<file path="config.mk">
export PLATFORM = sky130hd
export DESIGN_NAME = psvm_fifo
export DESIGN_NICKNAME = d
export VERILOG_FILES = /design/src/psvm_pkg.sv /design/src/psvm_fifo.sv
export SDC_FILE = /design/constraint.sdc
export NUM_CORES = 1
export LEC_CHECK = 0
export BUFFER_PORTS_ARGS = -buffer_cell sky130_fd_sc_hd__buf_2
export CORE_MARGIN = 1.5
export CORE_UTILIZATION = 40
export DETAILED_ROUTE_END_ITERATION = 8
export PLACE_DENSITY_LB_ADDON = 0.25
export SETUP_SLACK_MARGIN = 0.02
export SYNTH_ARGS = -nofsm -noshare
export SYNTH_HDL_FRONTEND = slang
export SYNTH_SLANG_ARGS = --single-unit
</file>
<file path="constraint.sdc">
create_clock -name clk -period 2.5 [get_ports clk]
set_input_delay 0.375 -clock clk [delete_from_list [all_inputs] [get_ports clk]]
set_output_delay 0.375 -clock clk [all_outputs]
set_load 0.01 [all_outputs]
</file>
<file path="src/psvm_pkg.sv">
// shared types and constants of the polyphonic sine voice mixer
// no dependencies; every other file refers to it by scoped names
package psvm_pkg;

  // field widths of the stream items and the configuration register
  localparam int SR_W       = 18;
  localparam int ID_W       = 16;
  localparam int NOTE_W     = 7;
  localparam int DELAY_W    = 16;
  localparam int GAIN_W     = 16;
  localparam int SAMPLE_W   = 20;
  localparam int USER_W     = 2;
  localparam int IN_DATA_W  = 56;
  localparam int OUT_DATA_W = 24;

  // voice state widths
  localparam int PHASE_W = 32;
  localparam int INCR_W  = 32;
  localparam int STOP_W  = 17;

  // note split and increment division
  localparam int OCT_W      = 4;
  localparam int SEMI_W     = 4;
  localparam int MAX_OCTAVE = 10;
  localparam int FREQ_W     = 30;
  localparam int FREQ_FRAC  = 16;
  localparam int DEN_W      = SR_W + MAX_OCTAVE;
  localparam int NUM_W      = FREQ_W + FREQ_FRAC + 1;

  // sample rate after reset
  localparam logic [SR_W-1:0] SR_RESET = 18'd48000;

  // depth of the command queue between front and back
  localparam int QUEUE_DEPTH = 4;

  // sine polynomial coefficients, q15
  localparam int SIN_A      = 51472;
  localparam int SIN_B      = 21024;
  localparam int SIN_C      = 2320;
  localparam int SINE_MAX   = 32767;
  localparam int ROUND_HALF = 16384;

  // output saturation limits
  localparam int SAMPLE_MAX = 524287;
  localparam int SAMPLE_MIN = -524288;

  // op codes on the input stream
  localparam logic [USER_W-1:0] OP_TICK     = 2'd0;
  localparam logic [USER_W-1:0] OP_NOTE_ON  = 2'd1;
  localparam logic [USER_W-1:0] OP_NOTE_OFF = 2'd2;

  typedef enum logic [1:0] {
    CMD_TICK,
    CMD_NOTE_ON,
    CMD_NOTE_OFF
  } cmd_kind_t;

  // classified command as it travels through the queue
  typedef struct packed {
    cmd_kind_t            kind;
    logic [ID_W-1:0]      note_id;
    logic [OCT_W-1:0]     octave;
    logic [SEMI_W-1:0]    semi;
    logic [DELAY_W-1:0]   delay;
    logic [GAIN_W-1:0]    gain;
  } cmd_t;

  // one voice record in the voice memory
  typedef struct packed {
    logic [ID_W-1:0]           note_id;
    logic [PHASE_W-1:0]        phase;
    logic [INCR_W-1:0]         incr;
    logic [DELAY_W-1:0]        start;
    logic signed [STOP_W-1:0]  stop;
  } voice_t;

  typedef enum logic [2:0] {
    BK_IDLE,
    BK_DIVIDE,
    BK_SCAN,
    BK_WALK,
    BK_DRAIN
  } back_state_t;

  // q14.16 frequencies of the top octave, notes 120 to 131
  function automatic logic [FREQ_W-1:0] top_freq(input logic [SEMI_W-1:0] semi);
    logic [FREQ_W-1:0] f;
    case (semi)
      4'd0:    f = 30'd548668578;
      4'd1:    f = 30'd581294109;
      4'd2:    f = 30'd615859655;
      4'd3:    f = 30'd652480576;
      4'd4:    f = 30'd691279090;
      4'd5:    f = 30'd732384684;
      4'd6:    f = 30'd775934544;
      4'd7:    f = 30'd822074013;
      4'd8:    f = 30'd870957077;
      4'd9:    f = 30'd922746880;
      4'd10:   f = 30'd977616265;
      4'd11:   f = 30'd1035748353;
      default: f = '0;
    endcase
    return f;
  endfunction

endpackage

</file>
<file path="src/psvm_fifo.sv">
// short command queue between the front and the back of the mixer
// depends on psvm_pkg for cmd_t and the queue depth
module psvm_fifo (
  input  logic            clk,
  input  logic            rst,
  input  logic            in_valid,
  output logic            in_ready,
  input  psvm_pkg::cmd_t  in_data,
  output logic            out_valid,
  input  logic            out_pop,
  output psvm_pkg::cmd_t  out_data
);

  localparam int PTR_W = $clog2(psvm_pkg::QUEUE_DEPTH);
  localparam int CNT_W = $clog2(psvm_pkg::QUEUE_DEPTH + 1);

  psvm_pkg::cmd_t   slots [psvm_pkg::QUEUE_DEPTH];
  logic [PTR_W-1:0] wr_ptr;
  logic [PTR_W-1:0] rd_ptr;
  logic [CNT_W-1:0] fill;
  logic             push;
  logic             pop;

  assign in_ready  = fill != CNT_W'(psvm_pkg::QUEUE_DEPTH);
  assign out_valid = fill != '0;
  assign push      = in_valid && in_ready;
  assign pop       = out_pop && out_valid;
  assign out_data  = slots[rd_ptr];

  // pointers and fill level
  always_ff @(posedge clk) begin
    if (rst) begin
      wr_ptr <= '0;
      rd_ptr <= '0;
      fill   <= '0;
    end else begin
      if (push) begin
        wr_ptr <= (wr_ptr == PTR_W'(psvm_pkg::QUEUE_DEPTH - 1)) ? '0 : wr_ptr + 1'b1;
      end
      if (pop) begin
        rd_ptr <= (rd_ptr == PTR_W'(psvm_pkg::QUEUE_DEPTH - 1)) ? '0 : rd_ptr + 1'b1;
      end
      if (push && !pop) begin
        fill <= fill + 1'b1;
      end else if (pop && !push) begin
        fill <= fill - 1'b1;
      end
    end
  end

  // slot storage
  always_ff @(posedge clk) begin
    if (push) begin
      slots[wr_ptr] <= in_data;
    end
  end

endmodule

</file>
==> flow_metrics.py <==
metrics = {
    "layout": {
        "final_core_util_pct": 48.8,
        "nNetsFinal": 563,
        "fillers": 1823,
        "multi_input_area_um2": 1610,
        "diodes": 0,
        "ff_latch_area_um2": 7150,
        "drive_gt1_share_pct": 45.2,
        "area.growth.synth_to_final_pct": 19.9,
    },
    "setup_path": {
        "cp_max_fo": 23,
        "crit_required_ps": 2120,
        "critical_path_class": "reg -> out",
        "cp_slowest_stage_delay_ps": 620,
        "cp_cell_sequence": "buf_4 -> mux4_2 -> buf_2",
        "critical-path-top-delay-family": "flip-flops",
        "cp-start-kind": "flip-flop",
        "cp.buffers_inverters": 2,
        "worst_path_max_delay_cell": "dfxtp_4",
        "arrival_ps": 1920,
        "cp-end-kind": "primary output",
    },
    "floorplanning": {
        "core-area_um2": 21800,
        "start_util_pct": 40.7,
        "std_cell_rows": 54,
        "die_w_um": 152,
        "dieHeight_um": 152,
        "dieArea_um2": 23000,
        "io_pins": 122,
    },
    "hold_path": {
        "hp-class": "in -> reg",
    },
    "grt": {
        "antenna_found_initial": 1,
        "use_met3_pct": 4.07,
        "grt_pass1_vias": 4228,
        "grt_max_degree": 59,
        "grtUsageTotal_pct": 14.1,
        "grtUsageMet1_pct": 18.6,
        "grt_pass1_wl_um": 24000,
        "gr-usage-met2_pct": 23.1,
        "gr-total-overflow": 0,
        "grt-busiest-layer": "met2",
    },
    "yosys": {
        "synthesis.nets": 420,
        "synth_cells": 351,
        "ys_seq_area_share_pct": 80.7,
        "synth_cell_types": 27,
        "ys_warn_count": 0,
        "postSynthAreaPerCell_um2": 25.2,
        "ys_seq_elements": 241,
        "synth_area_um2": 8850,
    },
    "timing": {
        "fin_tns_setup_ps": 0,
        "worst_pin_slew_ps": 428,
        "rsz0062_at_grt": "false",
        "fin_crit_sh_pct": 91.7,
        "slew_headroom_pct": 71.5,
        "report.final.slew_viol_count": 0,
        "finalWorstSetupSlack_ps": 207,
        "setup_viol": 0,
        "fmax_ghz": 0.436,
        "period_needed_ps": 2290,
        "fin_skew_ps": 8.32,
        "finalHoldViolCount": 0,
    },
    "routing": {
        "vias": 3982,
        "drc": 0,
        "wl_um": 16100,
        "drt_first_pass_iters": 4,
        "via_per_inst": 5.03,
        "first_iter_violations": 218,
        "postRouteAntennaNets": 0,
        "routedWlPerCell_um": 20.3,
    },
    "clock_network": {
        "cts-root-buf": "clkbuf_16",
        "cts_inserted_buffers": 25,
        "cts_tree": "built",
        "clk_latency_ps": 500,
        "clk_pin_slew_ps": 60,
        "h-tree-depth": 1,
        "cts.sinks": 241,
        "clockBufferDepth": 3,
    },
    "power_and_ir_drop": {
        "p_per_area_nw_per_um2": 987,
        "peakVddDrop_v": 0.000847,
        "p_leak_uw": 0.00354,
    },
    "placement": {
        "gp_congestion": 0.672,
        "dp_slack_ps": 150,
        "dp_hpwl_um": 8880,
        "io_buffers": 121,
    },
    "job": {
        "maxCapViolCount": 0,
    },
    "run_status": {
        "status": "complete, no violations",
    },
}
power by group:
part	internal, uW	leakage (uW)	switching, uW
clock network	1850	0.000336	1420
registers	4900	0.00220	152
logic	1060	0.00101	1100
sequential cells by signal, indices dropped and copies added (netlist names), named ones only:
name and count:
fill 3, rd_ptr 2, slots 232, wr_ptr 2
final timing paths:
| kind | to | slack, ps | depth (start not counted) | startpoint |
|---|---|---|---|---|
| worst max register to register | fill[2] | 210 | 8 | fill[0] |
| worst min-delay path | slots[1][12] | 80 | 1 | in_data[12] |
| worst max-delay path | out_data[36] | 210 | 3 | flip-flop |
| worst min register to register | flip-flop | 500 | 2 | rd_ptr[0] |
stage by stage:
step / power (uW) / instances / instance area [um2] / hold slack (ps)
floorplan: 6480 / 351 / 8850 / 463
global placement: 7280 / 746 / 9880 / 464
detailed placement: 7340 / 746 / 9880 / 490
CTS: 10700 / 791 / 10600 / 56.1
global route: 11000 / 791 / 10600 / 60.2
finish: 10500 / 791 / 10600 / 80.0
cells by family after synthesis:
| family | synth area share, % |
|---|---|
| AO/OA/AOI/OAI | 0.396 |
| XOR/XNOR | 0.198 |
| adder cells (fa/ha/maj) | 1.07 |
| buffers and inverters | 1.29 |
| flip-flops | 80.7 |
| multiplexers | 15.1 |
| AND/OR/NAND/NOR | 1.20 |
synthesized netlist by cell type (all sizes together):
master / count / share of area, %
nand2b: 2 / 0.14
nand3: 1 / 0.056
nor2: 3 / 0.13
mux4: 58 / 15
inv: 3 / 0.13
clkbuf: 1 / 0.042
xor2: 2 / 0.20
and3: 4 / 0.34
nor3: 1 / 0.056
ha: 6 / 0.85
and2: 1 / 0.099
a21oi: 2 / 0.11
buf: 14 / 1.1
o21ai: 1 / 0.056
mux2i: 3 / 0.34
nand2: 1 / 0.042
or3b: 1 / 0.099
dfxtp: 9 / 2.0
or3: 3 / 0.24
o31ai: 2 / 0.23
edfxtp: 232 / 79
fa: 1 / 0.23
cell usage in the layout, fill, tap and decap left out, types with 4 or more instances in the layout:
cell         n
buf_2      121
clkbuf_1    11
clkbuf_16   25
mux4_2      58
edfxtp_1   232
ha_1         6
buf_12       8
and3_4       4
dfxtp_1      7
metal layers:
layer,part of all wire (%),routed length [um]
met5,0.081,13
met3,7.7,1230
met1,42,6810
met4,1.3,210
met2,49,7820
timing repair:
action,4_1_cts,5_1_grt
endpoints found under the hold margin,0,0
hold buffers,0,0
endpoints found under the setup margin,19,1
buffers inserted,1,0
gates resized for setup,0,1
pin swaps,0,0
area by class of cell:
| cell class | instances | share of cell area (%) |
|---|---|---|
| inverter | 3 | 0.106 |
| multi-input combinational | 92 | 15.1 |
| clock buffer | 36 | 6.28 |
| sequential | 241 | 67.4 |
| timing repair buffer | 131 | 7.35 |
| tap | 280 | 3.30 |
| clock inverter | 8 | 0.424 |
Note: power is estimated with default switching activity, not from simulation.
