<file path="src/psvm_pkg.sv">
// shared types and constants of the polyphonic sine voice mixer
// no dependencies; every other file refers to it by scoped names
package psvm_pkg;

  // field widths of the stream items and the configuration register
  localparam int SR_W       = 18;
  localparam int ID_W       = 16;
  localparam int NOTE_W     = 7;
  localparam int DELAY_W    = 16;
  localparam int GAIN_W     = 16;
  localparam int SAMPLE_W   = 20;
  localparam int USER_W     = 2;
  localparam int IN_DATA_W  = 56;
  localparam int OUT_DATA_W = 24;

  // voice state widths
  localparam int PHASE_W = 32;
  localparam int INCR_W  = 32;
  localparam int STOP_W  = 17;

  // note split and increment division
  localparam int OCT_W      = 4;
  localparam int SEMI_W     = 4;
  localparam int MAX_OCTAVE = 10;
  localparam int FREQ_W     = 30;
  localparam int FREQ_FRAC  = 16;
  localparam int DEN_W      = SR_W + MAX_OCTAVE;
  localparam int NUM_W      = FREQ_W + FREQ_FRAC + 1;

  // sample rate after reset
  localparam logic [SR_W-1:0] SR_RESET = 18'd48000;

  // depth of the command queue between front and back
  localparam int QUEUE_DEPTH = 4;

  // sine polynomial coefficients, q15
  localparam int SIN_A      = 51472;
  localparam int SIN_B      = 21024;
  localparam int SIN_C      = 2320;
  localparam int SINE_MAX   = 32767;
  localparam int ROUND_HALF = 16384;

  // output saturation limits
  localparam int SAMPLE_MAX = 524287;
  localparam int SAMPLE_MIN = -524288;

  // op codes on the input stream
  localparam logic [USER_W-1:0] OP_TICK     = 2'd0;
  localparam logic [USER_W-1:0] OP_NOTE_ON  = 2'd1;
  localparam logic [USER_W-1:0] OP_NOTE_OFF = 2'd2;

  typedef enum logic [1:0] {
    CMD_TICK,
    CMD_NOTE_ON,
    CMD_NOTE_OFF
  } cmd_kind_t;

  // classified command as it travels through the queue
  typedef struct packed {
    cmd_kind_t            kind;
    logic [ID_W-1:0]      note_id;
    logic [OCT_W-1:0]     octave;
    logic [SEMI_W-1:0]    semi;
    logic [DELAY_W-1:0]   delay;
    logic [GAIN_W-1:0]    gain;
  } cmd_t;

  // one voice record in the voice memory
  typedef struct packed {
    logic [ID_W-1:0]           note_id;
    logic [PHASE_W-1:0]        phase;
    logic [INCR_W-1:0]         incr;
    logic [DELAY_W-1:0]        start;
    logic signed [STOP_W-1:0]  stop;
  } voice_t;

  typedef enum logic [2:0] {
    BK_IDLE,
    BK_DIVIDE,
    BK_SCAN,
    BK_WALK,
    BK_DRAIN
  } back_state_t;

  // q14.16 frequencies of the top octave, notes 120 to 131
  function automatic logic [FREQ_W-1:0] top_freq(input logic [SEMI_W-1:0] semi);
    logic [FREQ_W-1:0] f;
    case (semi)
      4'd0:    f = 30'd548668578;
      4'd1:    f = 30'd581294109;
      4'd2:    f = 30'd615859655;
      4'd3:    f = 30'd652480576;
      4'd4:    f = 30'd691279090;
      4'd5:    f = 30'd732384684;
      4'd6:    f = 30'd775934544;
      4'd7:    f = 30'd822074013;
      4'd8:    f = 30'd870957077;
      4'd9:    f = 30'd922746880;
      4'd10:   f = 30'd977616265;
      4'd11:   f = 30'd1035748353;
      default: f = '0;
    endcase
    return f;
  endfunction

endpackage

</file>
<file path="src/psvm_front.sv">
// input stage: takes stream transfers, drops unused ops, splits note numbers
// depends on psvm_pkg for op codes and cmd_t
module psvm_front (
  input  logic                            clk,
  input  logic                            rst,
  input  logic                            s_axis_tvalid,
  output logic                            s_axis_tready,
  // note_id[15:0], note_number[22:16], delay_samples[38:23], gain[54:39], zero[55]
  input  logic [psvm_pkg::IN_DATA_W-1:0]  s_axis_tdata,
  // op[1:0]
  input  logic [psvm_pkg::USER_W-1:0]     s_axis_tuser,
  output logic                            cmd_valid,
  input  logic                            cmd_ready,
  output psvm_pkg::cmd_t                  cmd_data
);

  localparam int ID_LSB    = 0;
  localparam int NOTE_LSB  = ID_LSB + psvm_pkg::ID_W;
  localparam int DELAY_LSB = NOTE_LSB + psvm_pkg::NOTE_W;
  localparam int GAIN_LSB  = DELAY_LSB + psvm_pkg::DELAY_W;

  // note / 12 as (note * 43) >> 9, exact over the 7-bit range after one fixup
  localparam int RECIP_12    = 43;
  localparam int RECIP_SHIFT = 9;
  localparam int PROD_W      = psvm_pkg::NOTE_W + 6;

  logic                          vld;
  psvm_pkg::cmd_t                cmd;
  psvm_pkg::cmd_t                cmd_next;
  logic                          accept;
  logic                          keep;
  logic [psvm_pkg::NOTE_W-1:0]   note;
  logic [PROD_W-1:0]             prod;
  logic [psvm_pkg::OCT_W-1:0]    oct_est;
  logic [psvm_pkg::NOTE_W-1:0]   rem_est;

  assign s_axis_tready = !vld || cmd_ready;
  assign accept        = s_axis_tvalid && s_axis_tready;
  assign cmd_valid     = vld;
  assign cmd_data      = cmd;

  // classify the op and split the note into octave and semitone
  always_comb begin
    note     = s_axis_tdata[NOTE_LSB +: psvm_pkg::NOTE_W];
    prod     = PROD_W'(note) * PROD_W'(RECIP_12);
    oct_est  = prod[RECIP_SHIFT +: psvm_pkg::OCT_W];
    rem_est  = note - psvm_pkg::NOTE_W'(oct_est) * psvm_pkg::NOTE_W'(12);
    keep     = 1'b1;
    cmd_next = '0;
    cmd_next.note_id = s_axis_tdata[ID_LSB +: psvm_pkg::ID_W];
    cmd_next.delay   = s_axis_tdata[DELAY_LSB +: psvm_pkg::DELAY_W];
    cmd_next.gain    = s_axis_tdata[GAIN_LSB +: psvm_pkg::GAIN_W];
    if (rem_est >= psvm_pkg::NOTE_W'(12)) begin
      cmd_next.octave = oct_est + 1'b1;
      cmd_next.semi   = psvm_pkg::SEMI_W'(rem_est - psvm_pkg::NOTE_W'(12));
    end else begin
      cmd_next.octave = oct_est;
      cmd_next.semi   = psvm_pkg::SEMI_W'(rem_est);
    end
    case (s_axis_tuser)
      psvm_pkg::OP_TICK:     cmd_next.kind = psvm_pkg::CMD_TICK;
      psvm_pkg::OP_NOTE_ON:  cmd_next.kind = psvm_pkg::CMD_NOTE_ON;
      psvm_pkg::OP_NOTE_OFF: cmd_next.kind = psvm_pkg::CMD_NOTE_OFF;
      default: begin
        cmd_next.kind = psvm_pkg::CMD_TICK;
        keep          = 1'b0;
      end
    endcase
  end

  // output register valid
  always_ff @(posedge clk) begin
    if (rst) begin
      vld <= 1'b0;
    end else begin
      if (vld && cmd_ready) begin
        vld <= 1'b0;
      end
      if (accept && keep) begin
        vld <= 1'b1;
      end
    end
  end

  // output register payload
  always_ff @(posedge clk) begin
    if (accept && keep) begin
      cmd <= cmd_next;
    end
  end

endmodule

</file>
<file path="config.mk">
export PLATFORM = sky130hd
export DESIGN_NAME = psvm_front
export DESIGN_NICKNAME = d
export VERILOG_FILES = /design/src/psvm_pkg.sv /design/src/psvm_front.sv
export SDC_FILE = /design/constraint.sdc
export NUM_CORES = 1
export LEC_CHECK = 0
export ABC_AREA = 1
export BUFFER_PORTS_ARGS = -buffer_cell sky130_fd_sc_hd__buf_2
export CORE_ASPECT_RATIO = 1.1
export CORE_MARGIN = 2
export CORE_UTILIZATION = 53
export CTS_CLUSTER_DIAMETER = 150
export DETAILED_ROUTE_END_ITERATION = 16
export PLACE_DENSITY = 0.91
export SLEW_MARGIN = 40
export SYNTH_ARGS = -nofsm -noshare
export SYNTH_HDL_FRONTEND = slang
export SYNTH_SLANG_ARGS = --single-unit
</file>
<file path="constraint.sdc">
create_clock -name clk -period 8.35 [get_ports clk]
set_clock_uncertainty 0.2 [all_clocks]
set_input_delay 0.4175 -clock clk [delete_from_list [all_inputs] [get_ports clk]]
set_output_delay 0.4175 -clock clk [all_outputs]
set_load 0.02 [all_outputs]
</file>
==> results.cfg <==
[status]
status = finished, final reports clean

[global_route]
grt_pass1_wl_um = 10800
grt_max_degree = 48
grt_pass1_vias = 2314
gr-total-overflow = 0
grt_util_all_layers_pct = 21.7
antenna_found_initial = 2

[worst_setup_path]
crit_arrival_ns = 5.42
r2r_start = cmd_valid$_SDFFE_PP0P_
regToRegEndpoint = cmd_data[12]$_DFFE_PP_
crit_type = in2reg
required_ns = 8.21
cp_max_fo = 7
end_kind = register
start_kind = primary input
rrSetupSlack_ns = 6.49
ff2ff_path_depth = 4

[die]
fp.dieH_um = 84.1
coreArea_um2 = 5700
initial_utilization_pct = 54.3
ioPinCount = 122
die_x_um = 76.8
rows = 29
dieArea_um2 = 6460

[clocking]
h-tree-depth = 3
cts_buffers = 9
cts.sinks = 59
postCtsSetupRepairBufs = 0
clk_latency_ns = 0.31
cts_hold_buf = 0
cts-root-buf = clkbuf_8
clockBufferDepth = 2
clkTransAtPathRegs_ns = 0.06
cts_resized = 0
tritoncts = done

[synthesis]
yosys.area_share.xor_xnor_pct = 1.42
syn_area_um2 = 3090
syn_avg_cell_area_um2 = 13.3
netlist.top_cell.by_area = edfxtp_1
synth-compound-area-share_pct = 3.48
synth_cells = 233
synth_fa_ha_area_share_pct = 19.5
async_flop_share_pct = 0
synth_edf_count = 58
synthTopCellsByCount = edfxtp_1, inv_1, ha_1
ys_seq_elements = 59
synthSimpleGateAreaFrac_pct = 13.7
ys_warn_count = 0
yosysTopAreaCellShare_pct = 56.3
synth.most_common_cell = edfxtp_1
yosysSeqAreaShare_pct = 57.0
synth_cell_type_count = 27
synth_ff_type = edfxtp_1
syn-num-nets = 339
synth.area.top_cells = edfxtp_1, ha_1, inv_1
synth_top_family_by_area = adder cells
synthMuxAreaShare_pct = 0

[pwr]
ir_drop_mv = 0.148
total_power_mw = 1.18
power_density_nw_per_um2 = 296
p_leak_nw = 1.95

[timing]
tns_ns = 0
fmax_mhz = 180
min_period_over_period_pct = 66.5
hold_violations = 0
worstMarginPinSlew_ns = 0.555
slew_violations = 0
final.min_clock_period_ns = 5.55
relSlewSlack_pct = 63.0
setup_viol = 0
rsz0062_at_grt = false

[cells_and_area]
multi_input_area_um2 = 1180
nNetsFinal = 471
fill_cells = 402
final_core_util_pct = 69.8
drive_gt1_share_pct = 44.6
syn_to_final_growth_pct = 28.6
seq_area_um2 = 1760

[run]
maxCapViolCount = 0

[min_path]
hold-path-endpoint = cmd_valid$_SDFFE_PP0P_
holdCritPathClass = in2reg
hold_depth = 2
hold_start = rst

[place]
dp_hpwl_um = 5120
gp_congestion = 0.883
io_buffer_count = 120

[drt]
drtIter0Drc = 62
vias = 2209
wl_per_cell_um = 14.6
first_pass_iters = 4
vias_per_cell = 4.95
drtAntennaViolNets = 0
drc_errors = 0
routed_wl_um = 6520
[power by group]
part           total (mW)  internal [mW]  switching, mW
sequential          0.385          0.377        0.00746
clock               0.227          0.132         0.0943
combinational       0.566          0.213          0.353
[worst max-delay path, cell delays in order]
cell      delay (ns)
buf_2           0.14
ha_1            0.32
fa_1            0.51
inv_1           0.06
fa_1            0.53
inv_1           0.04
ha_1            0.33
nand4_1         0.10
o221ai_1        0.20
xor2_1          0.39
ha_1            0.31
ha_1            0.25
inv_1           0.05
ha_1            0.26
nand2_1         0.09
nor2_1          0.04
a211oi_1        0.41
o221ai_1        0.26
a221oi_4        0.40
nand3_4         0.15
nand2_1         0.09
nand2_1         0.06
[cell type report]
cell class / count / area share, %
diodes: 1 / 0.0629
inverters: 41 / 3.87
flip-flops and latches: 59 / 44.3
well taps: 77 / 2.42
multi-input cells: 133 / 29.8
repair buffers: 121 / 15.3
clock buffers: 10 / 3.21
clock inverters: 4 / 1.10
[layout by cell type, fill, tap and decap left out, types with 6 or more instances in the layout]
cell,synthesis,final
clkbuf_8,0,9
nor2_1,7,6
ha_1,37,37
nand4_1,7,7
fa_1,7,7
buf_2,0,120
a21oi_1,6,6
inv_1,39,39
edfxtp_1,58,58
nand2_1,27,27
nand2_2,11,11
[sequential cells by signal, summed over array words and instances, names as in the netlist]
signal and count:
cmd_valid 1, cmd_data 58
[worst max path at each step]
stage / from / end / slack (ns)
global placement: s_axis_tdata[18] / cmd_data[37]$_DFFE_PP_ / 2.69
detailed placement: s_axis_tdata[18] / cmd_data[37]$_DFFE_PP_ / 2.51
floorplan: s_axis_tdata[18] / cmd_data[37]$_DFFE_PP_ / 3.16
CTS: s_axis_tdata[18] / cmd_data[39]$_DFFE_PP_ / 2.81
global route: s_axis_tdata[18] / cmd_data[39]$_DFFE_PP_ / 2.37
finish: s_axis_tdata[18] / cmd_data[39]$_DFFE_PP_ / 2.80
[metrics by stage]
step                      instance area (um^2)  instances  hold slack, ns  setup slack [ns]
after floorplan                           3090        233           0.287              3.16
after global placement                    3800        431           0.358              2.69
after detailed placement                  3800        431           0.389              2.51
after CTS                                 3980        445          0.0543              2.81
after global routing                      3980        446          0.0574              2.37
final                                     3980        446          0.0637              2.80
[logic make-up (layout without fill, tap and decap cells)]
logic type | Yosys count | count (layout)
flip-flops | 59 | 59
AND/OR/NAND/NOR | 70 | 70
AO/OA/AOI/OAI | 14 | 14
adder cells (fa/ha/maj) | 44 | 44
buffers and inverters | 41 | 176
XOR/XNOR | 5 | 5
other | 0 | 1
[metal layers]
layer  global-route usage, %  up-vias  share of wire [%]
met5                       0        -               0.17
met4                    6.12        2                1.3
met3                    6.28        9                7.6
met2                    42.0       84                 55
met1                    22.4     1047                 36
li1                        -     1067                  -
(Power assumes the default switching activity.)
