$ cat config.mk
export PLATFORM = sky130hd
export DESIGN_NAME = psvm_back
export DESIGN_NICKNAME = d
export VERILOG_FILES = /design/src/psvm_pkg.sv /design/src/psvm_div.sv /design/src/psvm_back.sv
export SDC_FILE = /design/constraint.sdc
export NUM_CORES = 2
export LEC_CHECK = 0
export ABC_AREA = 1
export ABC_CLOCK_PERIOD_IN_PS = 8500
export BUFFER_PORTS_ARGS = -buffer_cell sky130_fd_sc_hd__clkbuf_2
export CORE_MARGIN = 2
export CORE_UTILIZATION = 50
export DETAILED_ROUTE_END_ITERATION = 8
export PLACE_DENSITY = 0.65
export REMOVE_ABC_BUFFERS = 1
export SYNTH_ARGS = -nofsm -noshare
export SYNTH_HDL_FRONTEND = slang
export SYNTH_HIERARCHICAL = 1
export SYNTH_SLANG_ARGS = --single-unit
$ cat constraint.sdc
create_clock -name clk -period 8.5 [get_ports clk]
set_clock_uncertainty 0.15 [all_clocks]
set_input_delay 1.7 -clock clk [delete_from_list [all_inputs] [get_ports clk]]
set_output_delay 1.7 -clock clk [all_outputs]
set_load 0.01 [all_outputs]
$ cat src/psvm_pkg.sv
// shared types and constants of the polyphonic sine voice mixer
// no dependencies; every other file refers to it by scoped names
package psvm_pkg;

  // field widths of the stream items and the configuration register
  localparam int SR_W       = 18;
  localparam int ID_W       = 16;
  localparam int NOTE_W     = 7;
  localparam int DELAY_W    = 16;
  localparam int GAIN_W     = 16;
  localparam int SAMPLE_W   = 20;
  localparam int USER_W     = 2;
  localparam int IN_DATA_W  = 56;
  localparam int OUT_DATA_W = 24;

  // voice state widths
  localparam int PHASE_W = 32;
  localparam int INCR_W  = 32;
  localparam int STOP_W  = 17;

  // note split and increment division
  localparam int OCT_W      = 4;
  localparam int SEMI_W     = 4;
  localparam int MAX_OCTAVE = 10;
  localparam int FREQ_W     = 30;
  localparam int FREQ_FRAC  = 16;
  localparam int DEN_W      = SR_W + MAX_OCTAVE;
  localparam int NUM_W      = FREQ_W + FREQ_FRAC + 1;

  // sample rate after reset
  localparam logic [SR_W-1:0] SR_RESET = 18'd48000;

  // depth of the command queue between front and back
  localparam int QUEUE_DEPTH = 4;

  // sine polynomial coefficients, q15
  localparam int SIN_A      = 51472;
  localparam int SIN_B      = 21024;
  localparam int SIN_C      = 2320;
  localparam int SINE_MAX   = 32767;
  localparam int ROUND_HALF = 16384;

  // output saturation limits
  localparam int SAMPLE_MAX = 524287;
  localparam int SAMPLE_MIN = -524288;

  // op codes on the input stream
  localparam logic [USER_W-1:0] OP_TICK     = 2'd0;
  localparam logic [USER_W-1:0] OP_NOTE_ON  = 2'd1;
  localparam logic [USER_W-1:0] OP_NOTE_OFF = 2'd2;

  typedef enum logic [1:0] {
    CMD_TICK,
    CMD_NOTE_ON,
    CMD_NOTE_OFF
  } cmd_kind_t;

  // classified command as it travels through the queue
  typedef struct packed {
    cmd_kind_t            kind;
    logic [ID_W-1:0]      note_id;
    logic [OCT_W-1:0]     octave;
    logic [SEMI_W-1:0]    semi;
    logic [DELAY_W-1:0]   delay;
    logic [GAIN_W-1:0]    gain;
  } cmd_t;

  // one voice record in the voice memory
  typedef struct packed {
    logic [ID_W-1:0]           note_id;
    logic [PHASE_W-1:0]        phase;
    logic [INCR_W-1:0]         incr;
    logic [DELAY_W-1:0]        start;
    logic signed [STOP_W-1:0]  stop;
  } voice_t;

  typedef enum logic [2:0] {
    BK_IDLE,
    BK_DIVIDE,
    BK_SCAN,
    BK_WALK,
    BK_DRAIN
  } back_state_t;

  // q14.16 frequencies of the top octave, notes 120 to 131
  function automatic logic [FREQ_W-1:0] top_freq(input logic [SEMI_W-1:0] semi);
    logic [FREQ_W-1:0] f;
    case (semi)
      4'd0:    f = 30'd548668578;
      4'd1:    f = 30'd581294109;
      4'd2:    f = 30'd615859655;
      4'd3:    f = 30'd652480576;
      4'd4:    f = 30'd691279090;
      4'd5:    f = 30'd732384684;
      4'd6:    f = 30'd775934544;
      4'd7:    f = 30'd822074013;
      4'd8:    f = 30'd870957077;
      4'd9:    f = 30'd922746880;
      4'd10:   f = 30'd977616265;
      4'd11:   f = 30'd1035748353;
      default: f = '0;
    endcase
    return f;
  endfunction

endpackage

$ cat src/psvm_div.sv
// restoring divider, one quotient bit per cycle, for the phase increment
// depends on psvm_pkg for operand widths
module psvm_div (
  input  logic                          clk,
  input  logic                          rst,
  input  logic                          start,
  input  logic [psvm_pkg::NUM_W-1:0]    num,
  input  logic [psvm_pkg::DEN_W-1:0]    den,
  output logic                          done,
  output logic [psvm_pkg::INCR_W-1:0]   quo
);

  localparam int STEP_W = $clog2(psvm_pkg::NUM_W);

  logic                          busy;
  logic [STEP_W-1:0]             step;
  logic [psvm_pkg::NUM_W-1:0]    num_sh;
  logic [psvm_pkg::DEN_W-1:0]    den_q;
  logic                          den_zero;
  logic [psvm_pkg::DEN_W-1:0]    rem;
  logic [psvm_pkg::INCR_W-1:0]   quo_acc;
  logic [psvm_pkg::DEN_W:0]      rem_sh;
  logic [psvm_pkg::DEN_W:0]      rem_sub;
  logic                          ge;

  // one trial subtraction
  always_comb begin
    rem_sh  = {rem, num_sh[psvm_pkg::NUM_W-1]};
    rem_sub = rem_sh - {1'b0, den_q};
    ge      = rem_sh >= {1'b0, den_q};
  end

  // only the low 32 quotient bits are kept; zero divisor gives zero
  assign quo = den_zero ? '0 : quo_acc;

  // step control
  always_ff @(posedge clk) begin
    if (rst) begin
      busy <= 1'b0;
      step <= '0;
      done <= 1'b0;
    end else begin
      done <= 1'b0;
      if (start) begin
        busy <= 1'b1;
        step <= '0;
      end else if (busy) begin
        step <= step + 1'b1;
        if (step == STEP_W'(psvm_pkg::NUM_W - 1)) begin
          busy <= 1'b0;
          done <= 1'b1;
        end
      end
    end
  end

  // datapath
  always_ff @(posedge clk) begin
    if (start) begin
      num_sh   <= num;
      den_q    <= den;
      den_zero <= den == '0;
      rem      <= '0;
      quo_acc  <= '0;
    end else if (busy) begin
      num_sh  <= num_sh << 1;
      rem     <= ge ? rem_sub[psvm_pkg::DEN_W-1:0] : rem_sh[psvm_pkg::DEN_W-1:0];
      quo_acc <= {quo_acc[psvm_pkg::INCR_W-2:0], ge};
    end
  end

endmodule

$ cat src/psvm_back.sv
// voice engine: voice memory, note on/off handling, per-tick walk and mix
// depends on psvm_pkg and psvm_div
module psvm_back #(
  parameter int VOICES          = 16,
  parameter int SINE_TABLE_BITS = 10
) (
  input  logic                            clk,
  input  logic                            rst,
  input  logic                            q_valid,
  input  psvm_pkg::cmd_t                  q_data,
  output logic                            q_pop,
  input  logic [psvm_pkg::SR_W-1:0]       sample_rate,
  output logic                            m_axis_tvalid,
  input  logic                            m_axis_tready,
  // sample[19:0], zero[23:20]
  output logic [psvm_pkg::OUT_DATA_W-1:0] m_axis_tdata
);

  localparam int IDX_W   = (VOICES > 1) ? $clog2(VOICES) : 1;
  localparam int CNT_W   = $clog2(VOICES + 1);
  localparam int SUM_W   = 20 + $clog2(VOICES + 1);
  localparam int POS_W   = SINE_TABLE_BITS - 2;
  localparam int POS_PAD = 17 - SINE_TABLE_BITS;
  localparam logic signed [SUM_W-1:0] SAT_MAX = SUM_W'(psvm_pkg::SAMPLE_MAX);
  localparam logic signed [SUM_W-1:0] SAT_MIN = SUM_W'(psvm_pkg::SAMPLE_MIN);

  psvm_pkg::back_state_t state;
  psvm_pkg::back_state_t state_next;
  psvm_pkg::cmd_t        cur;

  logic [CNT_W-1:0]  cnt;
  logic              walk_done;
  logic [VOICES-1:0] active;
  logic              found;
  logic              free_found;
  logic [IDX_W-1:0]  free_idx;
  logic [IDX_W-1:0]  free_slot;

  // voice memory ports
  psvm_pkg::voice_t  mem [VOICES];
  psvm_pkg::voice_t  rd_data;
  logic              rd_en;
  logic [IDX_W-1:0]  rd_addr;
  logic              rd_vld;
  logic [IDX_W-1:0]  rd_idx;
  logic              wr_en;
  logic [IDX_W-1:0]  wr_addr;
  psvm_pkg::voice_t  wr_data;

  // divider
  logic                          div_start;
  logic                          div_done;
  logic [psvm_pkg::INCR_W-1:0]   div_quo;
  logic [psvm_pkg::DEN_W-1:0]    div_den;
  logic [psvm_pkg::NUM_W-1:0]    div_num;

  // read stage decode
  logic                              hit;
  logic                              tick_hit;
  logic                              start_busy;
  logic                              stop_pos;
  logic signed [psvm_pkg::STOP_W-1:0] stop_n;
  logic                              voice_free;
  logic                              sounding;
  logic                              off_hit;
  logic [POS_W-1:0]                  pos;
  logic [15:0]                       x_raw;
  logic [15:0]                       x_val;

  // sine and mix pipeline
  logic        s1_vld, s2_vld, s3_vld, s4_vld, s5_vld, s6_vld;
  logic        s1_neg, s2_neg, s3_neg, s4_neg, s5_neg, s6_neg;
  logic [15:0] s1_x, s2_x, s2_x2, s3_x2, s3_x3, s4_x5;
  logic [31:0] s2_ax, s3_ax, s4_ax, s4_bx;
  logic [14:0] s5_s;
  logic [30:0] s6_mag;
  logic [31:0] sq_x, cube_x, fifth_x;
  logic [32:0] poly;
  logic [17:0] poly_q15;
  logic [31:0] term_rnd;
  logic [16:0] term;
  logic signed [SUM_W-1:0] acc;
  logic signed [SUM_W-1:0] term_s;
  logic                    pipe_empty;

  // output register
  logic                              out_free;
  logic                              out_load;
  logic [psvm_pkg::SAMPLE_W-1:0]     sample;
  logic [psvm_pkg::SAMPLE_W-1:0]     sample_next;

  assign walk_done  = cnt == CNT_W'(VOICES);
  assign out_free   = !m_axis_tvalid || m_axis_tready;
  assign pipe_empty = !rd_vld && !s1_vld && !s2_vld && !s3_vld && !s4_vld && !s5_vld && !s6_vld;
  assign m_axis_tdata = {{(psvm_pkg::OUT_DATA_W - psvm_pkg::SAMPLE_W){1'b0}}, sample};

  // lowest free voice
  always_comb begin
    free_found = 1'b0;
    free_idx   = '0;
    for (int i = VOICES - 1; i >= 0; i--) begin
      if (!active[i]) begin
        free_found = 1'b1;
        free_idx   = IDX_W'(i);
      end
    end
  end

  // divider operands: round(f * 2^16 / (rate * 2^(10 - octave)))
  always_comb begin
    div_den = psvm_pkg::DEN_W'(sample_rate) <<
              (psvm_pkg::OCT_W'(psvm_pkg::MAX_OCTAVE) - q_data.octave);
    div_num = psvm_pkg::NUM_W'({psvm_pkg::top_freq(q_data.semi),
                                {psvm_pkg::FREQ_FRAC{1'b0}}}) +
              psvm_pkg::NUM_W'(div_den >> 1);
  end

  psvm_div u_div (
    .clk   (clk),
    .rst   (rst),
    .start (div_start),
    .num   (div_num),
    .den   (div_den),
    .done  (div_done),
    .quo   (div_quo)
  );

  // next state
  always_comb begin
    state_next = state;
    case (state)
      psvm_pkg::BK_IDLE: begin
        if (q_valid) begin
          case (q_data.kind)
            psvm_pkg::CMD_TICK:     state_next = psvm_pkg::BK_WALK;
            psvm_pkg::CMD_NOTE_ON:  state_next = free_found ? psvm_pkg::BK_DIVIDE
                                                            : psvm_pkg::BK_IDLE;
            psvm_pkg::CMD_NOTE_OFF: state_next = psvm_pkg::BK_SCAN;
            default:                state_next = psvm_pkg::BK_IDLE;
          endcase
        end
      end
      psvm_pkg::BK_DIVIDE: begin
        if (div_done) state_next = psvm_pkg::BK_IDLE;
      end
      psvm_pkg::BK_SCAN: begin
        if (walk_done && !rd_vld) state_next = psvm_pkg::BK_IDLE;
      end
      psvm_pkg::BK_WALK: begin
        if (walk_done) state_next = psvm_pkg::BK_DRAIN;
      end
      psvm_pkg::BK_DRAIN: begin
        if (pipe_empty && out_free) state_next = psvm_pkg::BK_IDLE;
      end
      default: state_next = psvm_pkg::BK_IDLE;
    endcase
  end

  // state outputs
  always_comb begin
    q_pop     = 1'b0;
    div_start = 1'b0;
    rd_en     = 1'b0;
    out_load  = 1'b0;
    rd_addr   = cnt[IDX_W-1:0];
    case (state)
      psvm_pkg::BK_IDLE: begin
        q_pop     = q_valid;
        div_start = q_valid && (q_data.kind == psvm_pkg::CMD_NOTE_ON) && free_found;
      end
      psvm_pkg::BK_SCAN,
      psvm_pkg::BK_WALK: begin
        rd_en = !walk_done;
      end
      psvm_pkg::BK_DRAIN: begin
        out_load = pipe_empty && out_free;
      end
      default: ;
    endcase
  end

  // read stage: tick update of one voice, or note off match
  always_comb begin
    hit        = rd_vld && active[rd_idx];
    tick_hit   = hit && (cur.kind == psvm_pkg::CMD_TICK);
    start_busy = rd_data.start != '0;
    stop_pos   = !rd_data.stop[psvm_pkg::STOP_W-1] && (rd_data.stop != '0);
    stop_n     = stop_pos ? rd_data.stop - psvm_pkg::STOP_W'(1) : rd_data.stop;
    voice_free = tick_hit && !start_busy && (stop_n == '0);
    sounding   = tick_hit && !start_busy && (stop_n != '0);
    off_hit    = hit && (cur.kind == psvm_pkg::CMD_NOTE_OFF) && !found &&
                 (rd_data.note_id == cur.note_id);
    pos        = rd_data.phase[psvm_pkg::PHASE_W-3 -: POS_W];
    x_raw      = {1'b0, pos, {POS_PAD{1'b0}}};
    x_val      = rd_data.phase[psvm_pkg::PHASE_W-2] ? 16'd32768 - x_raw : x_raw;
  end

  // voice memory write selection
  always_comb begin
    wr_en   = 1'b0;
    wr_addr = rd_idx;
    wr_data = rd_data;
    if (state == psvm_pkg::BK_DIVIDE && div_done) begin
      wr_en           = 1'b1;
      wr_addr         = free_slot;
      wr_data.note_id = cur.note_id;
      wr_data.phase   = '0;
      wr_data.incr    = div_quo;
      wr_data.start   = cur.delay;
      wr_data.stop    = '1;
    end else if (tick_hit && start_busy) begin
      wr_en         = 1'b1;
      wr_data.start = rd_data.start - 1'b1;
    end else if (sounding) begin
      wr_en         = 1'b1;
      wr_data.phase = rd_data.phase + rd_data.incr;
      wr_data.stop  = stop_n;
    end else if (off_hit) begin
      wr_en        = 1'b1;
      wr_data.stop = {1'b0, cur.delay};
    end
  end

  // voice memory
  always_ff @(posedge clk) begin
    if (wr_en) begin
      mem[wr_addr] <= wr_data;
    end
    if (rd_en) begin
      rd_data <= mem[rd_addr];
    end
  end

  // control registers
  always_ff @(posedge clk) begin
    if (rst) begin
      state  <= psvm_pkg::BK_IDLE;
      cnt    <= '0;
      rd_vld <= 1'b0;
      active <= '0;
      found  <= 1'b0;
    end else begin
      state  <= state_next;
      rd_vld <= rd_en;
      if (q_pop) begin
        cnt <= '0;
      end else if (rd_en) begin
        cnt <= cnt + 1'b1;
      end
      if (state == psvm_pkg::BK_DIVIDE && div_done) begin
        active[free_slot] <= 1'b1;
      end
      if (voice_free) begin
        active[rd_idx] <= 1'b0;
      end
      if (q_pop) begin
        found <= 1'b0;
      end else if (off_hit) begin
        found <= 1'b1;
      end
    end
  end

  // command and address registers
  always_ff @(posedge clk) begin
    if (q_pop) begin
      cur       <= q_data;
      free_slot <= free_idx;
    end
    rd_idx <= rd_addr;
  end

  // pipeline arithmetic
  always_comb begin
    sq_x     = {16'b0, s1_x} * {16'b0, s1_x};
    cube_x   = {16'b0, s2_x2} * {16'b0, s2_x};
    fifth_x  = {16'b0, s3_x3} * {16'b0, s3_x2};
    poly     = 33'(s4_ax) + 33'(32'(psvm_pkg::SIN_C) * {16'b0, s4_x5}) - 33'(s4_bx);
    poly_q15 = poly[32:15];
    term_rnd = 32'(s6_mag) + 32'(psvm_pkg::ROUND_HALF);
    term     = term_rnd[31:15];
    term_s   = s6_neg ? -$signed(SUM_W'(term)) : $signed(SUM_W'(term));
  end

  // pipeline valids
  always_ff @(posedge clk) begin
    if (rst) begin
      s1_vld <= 1'b0;
      s2_vld <= 1'b0;
      s3_vld <= 1'b0;
      s4_vld <= 1'b0;
      s5_vld <= 1'b0;
      s6_vld <= 1'b0;
    end else begin
      s1_vld <= sounding;
      s2_vld <= s1_vld;
      s3_vld <= s2_vld;
      s4_vld <= s3_vld;
      s5_vld <= s4_vld;
      s6_vld <= s5_vld;
    end
  end

  // pipeline payload: x, x^2, x^3, x^5, polynomial, gain, accumulate
  always_ff @(posedge clk) begin
    s1_neg <= rd_data.phase[psvm_pkg::PHASE_W-1];
    s1_x   <= x_val;

    s2_neg <= s1_neg;
    s2_x   <= s1_x;
    s2_x2  <= sq_x[30:15];
    s2_ax  <= 32'(psvm_pkg::SIN_A) * {16'b0, s1_x};

    s3_neg <= s2_neg;
    s3_x2  <= s2_x2;
    s3_x3  <= cube_x[30:15];
    s3_ax  <= s2_ax;

    s4_neg <= s3_neg;
    s4_x5  <= fifth_x[30:15];
    s4_ax  <= s3_ax;
    s4_bx  <= 32'(psvm_pkg::SIN_B) * {16'b0, s3_x3};

    s5_neg <= s4_neg;
    s5_s   <= (poly_q15 > 18'(psvm_pkg::SINE_MAX)) ? 15'(psvm_pkg::SINE_MAX)
                                                   : poly_q15[14:0];

    s6_neg <= s5_neg;
    s6_mag <= {16'b0, s5_s} * {15'b0, cur.gain};

    if (q_pop) begin
      acc <= '0;
    end else if (s6_vld) begin
      acc <= acc + term_s;
    end
  end

  // saturate the mix
  always_comb begin
    if (acc > SAT_MAX) begin
      sample_next = psvm_pkg::SAMPLE_W'(SAT_MAX);
    end else if (acc < SAT_MIN) begin
      sample_next = psvm_pkg::SAMPLE_W'(SAT_MIN);
    end else begin
      sample_next = acc[psvm_pkg::SAMPLE_W-1:0];
    end
  end

  // output register
  always_ff @(posedge clk) begin
    if (rst) begin
      m_axis_tvalid <= 1'b0;
    end else if (out_load) begin
      m_axis_tvalid <= 1'b1;
    end else if (m_axis_tready) begin
      m_axis_tvalid <= 1'b0;
    end
  end

  always_ff @(posedge clk) begin
    if (out_load) begin
      sample <= sample_next;
    end
  end

endmodule
==> summary.md <==
| Metric | Value |
|---|---|
| Asr flop ratio synth | `0%` |
| Multi-input gate area | `0.0521 sq mm` |
| Initial antenna violation count | `8` |
| Max FO, Critical Path | `15` |
| Die ar. | `0.262 sq mm` |
| Die W | `512 microns` |
| R2R cell count | `24` |
| CTS tree | `built` |
| Antenna viol nets, final | `0` |
| CP endpoint kind | `register` |
| Layout fillers | `22100` |
| Buffers plus inverters on the worst setup path | `1` |
| Finished Layout Cells | `16200` |
| Min-delay worst type | `reg -> reg` |
| Main flop type after synthesis | `edfxtp_1` |
| Worst Path Arrival | `6.83 ns` |
| Gpl congestion | `0.923` |
| Worst path required time | `8.96 ns` |
| Largest net degree at the start of global routing | `200` |
| H-tree levels | `5` |
| Clk pin slew, worst setup/hold paths | `0.06 ns` |
| RSZ-0062 raised after global routing | `false` |
| Total GRT Usage | `26.3%` |
| Crit-path slowest cell | `xor2_1` |
| Num ports | `106` |
| Port Buffers | `101` |
| Measured slew at the worst slew-check pin | `1.36 ns` |
| Cell Chain, Critical Path | `ha_1 -> fa_1 -> ha_1 -> ha_1 -> nand3_1 -> nand2_1 -> a21oi_1 -> o21ai_0 -> a21boi_0 -> o21ai_0 -> nand2_1 -> nand2_1 -> xnor2_1 -> fa_1 -> inv_1 -> ha_1 -> a21oi_1 -> o21ai_0 -> a21oi_1 -> nor2_1 -> a211oi_1 -> o21ai_0 -> xor2_1 -> nand3_1` |
| Most common cell after layout, fill and taps aside | `nand2_1` |
| Max-slew violations | `0` |
| Fmax | `157 MHz` |
| Setup bufs post-CTS | `0` |
| TritonCTS buffer count | `267` |
| Status | `finished clean` |
| Layout cells sized above 1 | `5.43%` |
| Hold Crit Endpoint | `s3_ax[22]` |
| WL per Instance | `21.6 microns` |
| CTS sink cnt | `2404` |
| Syn Inst Count | `12700` |
| Number of global-route vias before repair | `90700` |
| Post-synth EDFFs | `2071` |
| Post-DP HPWL | `210000 microns` |
| Initial DRC count | `9580` |
| Cts hold-fix bufs | `0` |
| Flop-to-flop setup slack | `2.13 ns` |
| Area leader, netlist | `edfxtp_1` |
| Via count | `92600` |
| RR Endpoint | `s5_s[14]` |
| Fin crit share | `75.0%` |
| Synthesis-stage register bit count | `2404` |
| Distinct cells, synth | `65` |
| Yosys warnings | `6` |
| Crit Path Class | `reg -> reg` |
| Final setup violation count | `0` |
| Seq. cell area | `0.0689 sq mm` |
| Final nets | `13900` |
| Post-CTS sizing | `0` |
| Initial Util | `50.2%` |
| Slowest cell delay on critical path | `0.87 ns` |
| # rows | `186` |
| Clock Path Buffers | `4` |
| Register area share after synthesis | `53.4%` |
| Total routed wirelength | `350000 microns` |
| HP Start | `s2_ax[22]` |
| Worst skew pair latency | `0.87 ns` |
| Worst reg2reg startpoint | `s4_x5[1]` |
| Grt total ovfl | `0` |
| DRC | `0` |
| Commonest cells after routing, fill and taps aside | `nand2_1 (2516), edfxtp_1 (2071), inv_1 (1486), nor2_1 (1397), o21ai_0 (1156)` |
| Initial DRT Pass Iterations | `6` |
| Synth area leaders | `edfxtp_1 (48%), fa_1 (8.4%), nand2_1 (7.3%)` |
| CP top delay family | `adder cells` |
| Post-Syn Area | `0.129 sq mm` |
| First-pass GRT wire length | `536000 microns` |
| Endpoints failing hold | `0` |
| Die height | `512 microns` |
| Startpoint types | `register` |
| Average size of a mapped cell | `10.1 sq um` |
| Via density | `5.72` |
| Hold depth | `0` |
| Max Cap Viol | `0` |
| Relative slew slack | `8.73%` |
| Clk root buf | `clkbuf_16` |
| Min cycle time layout | `6.37 ns` |
| Layout area overhead | `9.32%` |
| Placed cells | `15700` |
| Core footprint | `0.256 sq mm` |
| Post-synth top area share | `48.3%` |
[metrics by stage]
step | setup slack, ns | hold WS (ns) | util [%] | cell area (sq um) | setup TNS [ns]
3_5_place_dp | 1.64 | 0.162 | 51.6 | 132000 | 0
6_report | 2.13 | 0.158 | 54.9 | 141000 | 0
2_1_floorplan | -35.16 | 0.160 | - | 127000 | -9158.71
4_1_cts | 1.99 | 0.152 | 54.9 | 141000 | 0
5_1_grt | 1.56 | 0.175 | 54.9 | 141000 | 0
3_3_place_gp | 1.45 | 0.160 | 51.6 | 132000 | 0
[per-layer routing]
layer  up-vias  part of all wire (%)  global-route usage (%)
met5         -                0.0060                       0
li1      42600                     -                       -
met3       625                   7.6                    3.46
met1     45700                    42                    36.4
met4         4                   3.3                    8.82
met2      3663                    47                    42.8
[area by class of cell]
type	count	area share (%)
clock inverters	134	0.882
well taps	3384	3.01
diodes	11	0.0195
multi-input cells	8204	37.0
clock buffers	335	5.11
repair buffers	200	1.03
flip-flops and latches	2404	48.9
inverters	1511	4.10
[state kept, by name, indices dropped and copies added, names as in the netlist, 15 cells and up]
name           cells
u_div/quo_acc     32
s3_ax             21
s4_bx             26
sample            20
active            16
s2_ax             21
u_div/rem         28
s3_x2             15
s4_x5             16
s5_s              15
u_div/num_sh      47
s4_ax             21
mem             1808
cur               50
s6_mag            17
s2_x2             15
s3_x3             16
rd_data          105
u_div/den_q       28
acc               25
[worst max-delay path by stage]
stage | from | to | depth (start not counted)
after global placement | q_data[36] | u_div/num_sh[28] | 25
after floorplan | cnt[0] | pos[0] | 5
final | s4_x5[1] | s5_s[14] | 24
after global routing | s4_x5[1] | s5_s[11] | 24
after CTS | s2_ax[12] | s3_x3[13] | 22
after detailed placement | q_data[36] | u_div/num_sh[28] | 25
[synthesized netlist by cell type, types with 9 or more instances]
cell and instances:
a211oi_1 12, a21boi_0 9, a21o_1 15, a21oi_1 314, a31oi_1 25, buf_1 13
buf_2 16, buf_6 9, clkbuf_1 536, dfxtp_1 333, edfxtp_1 2071, fa_1 540
ha_1 679, inv_1 1499, nand2_1 2516, nand2_2 17, nand3_1 264, nand3_2 12
nand3b_1 10, nand4_1 209, nor2_1 1407, nor2_2 15, nor3_1 61, nor4_1 35
o211ai_1 28, o21a_1 14, o21ai_0 1157, o21bai_1 22, o22ai_1 486, o31ai_1 11
or2_2 12, xnor2_1 94, xor2_1 167
[cell families (layout without fill, tap and decap cells)]
kind of cell | after synthesis | count (layout) | share of synthesized area (%)
other | 1 | 16 | 0.00291
AOI/OAI and AO/OA | 2124 | 2124 | 9.04
xor gates and xnor gates | 261 | 261 | 1.77
DFF | 2404 | 2404 | 53.4
buffers and inverters | 2097 | 2180 | 6.24
adders and majority gates | 1219 | 1219 | 15.0
and+or+nand+nor | 4587 | 4587 | 14.5
muxes | 8 | 8 | 0.0622
Power is left out: the tool's default activity adds up to more than one toggle a clock period on the data nets, which glitch-free logic cannot reach.
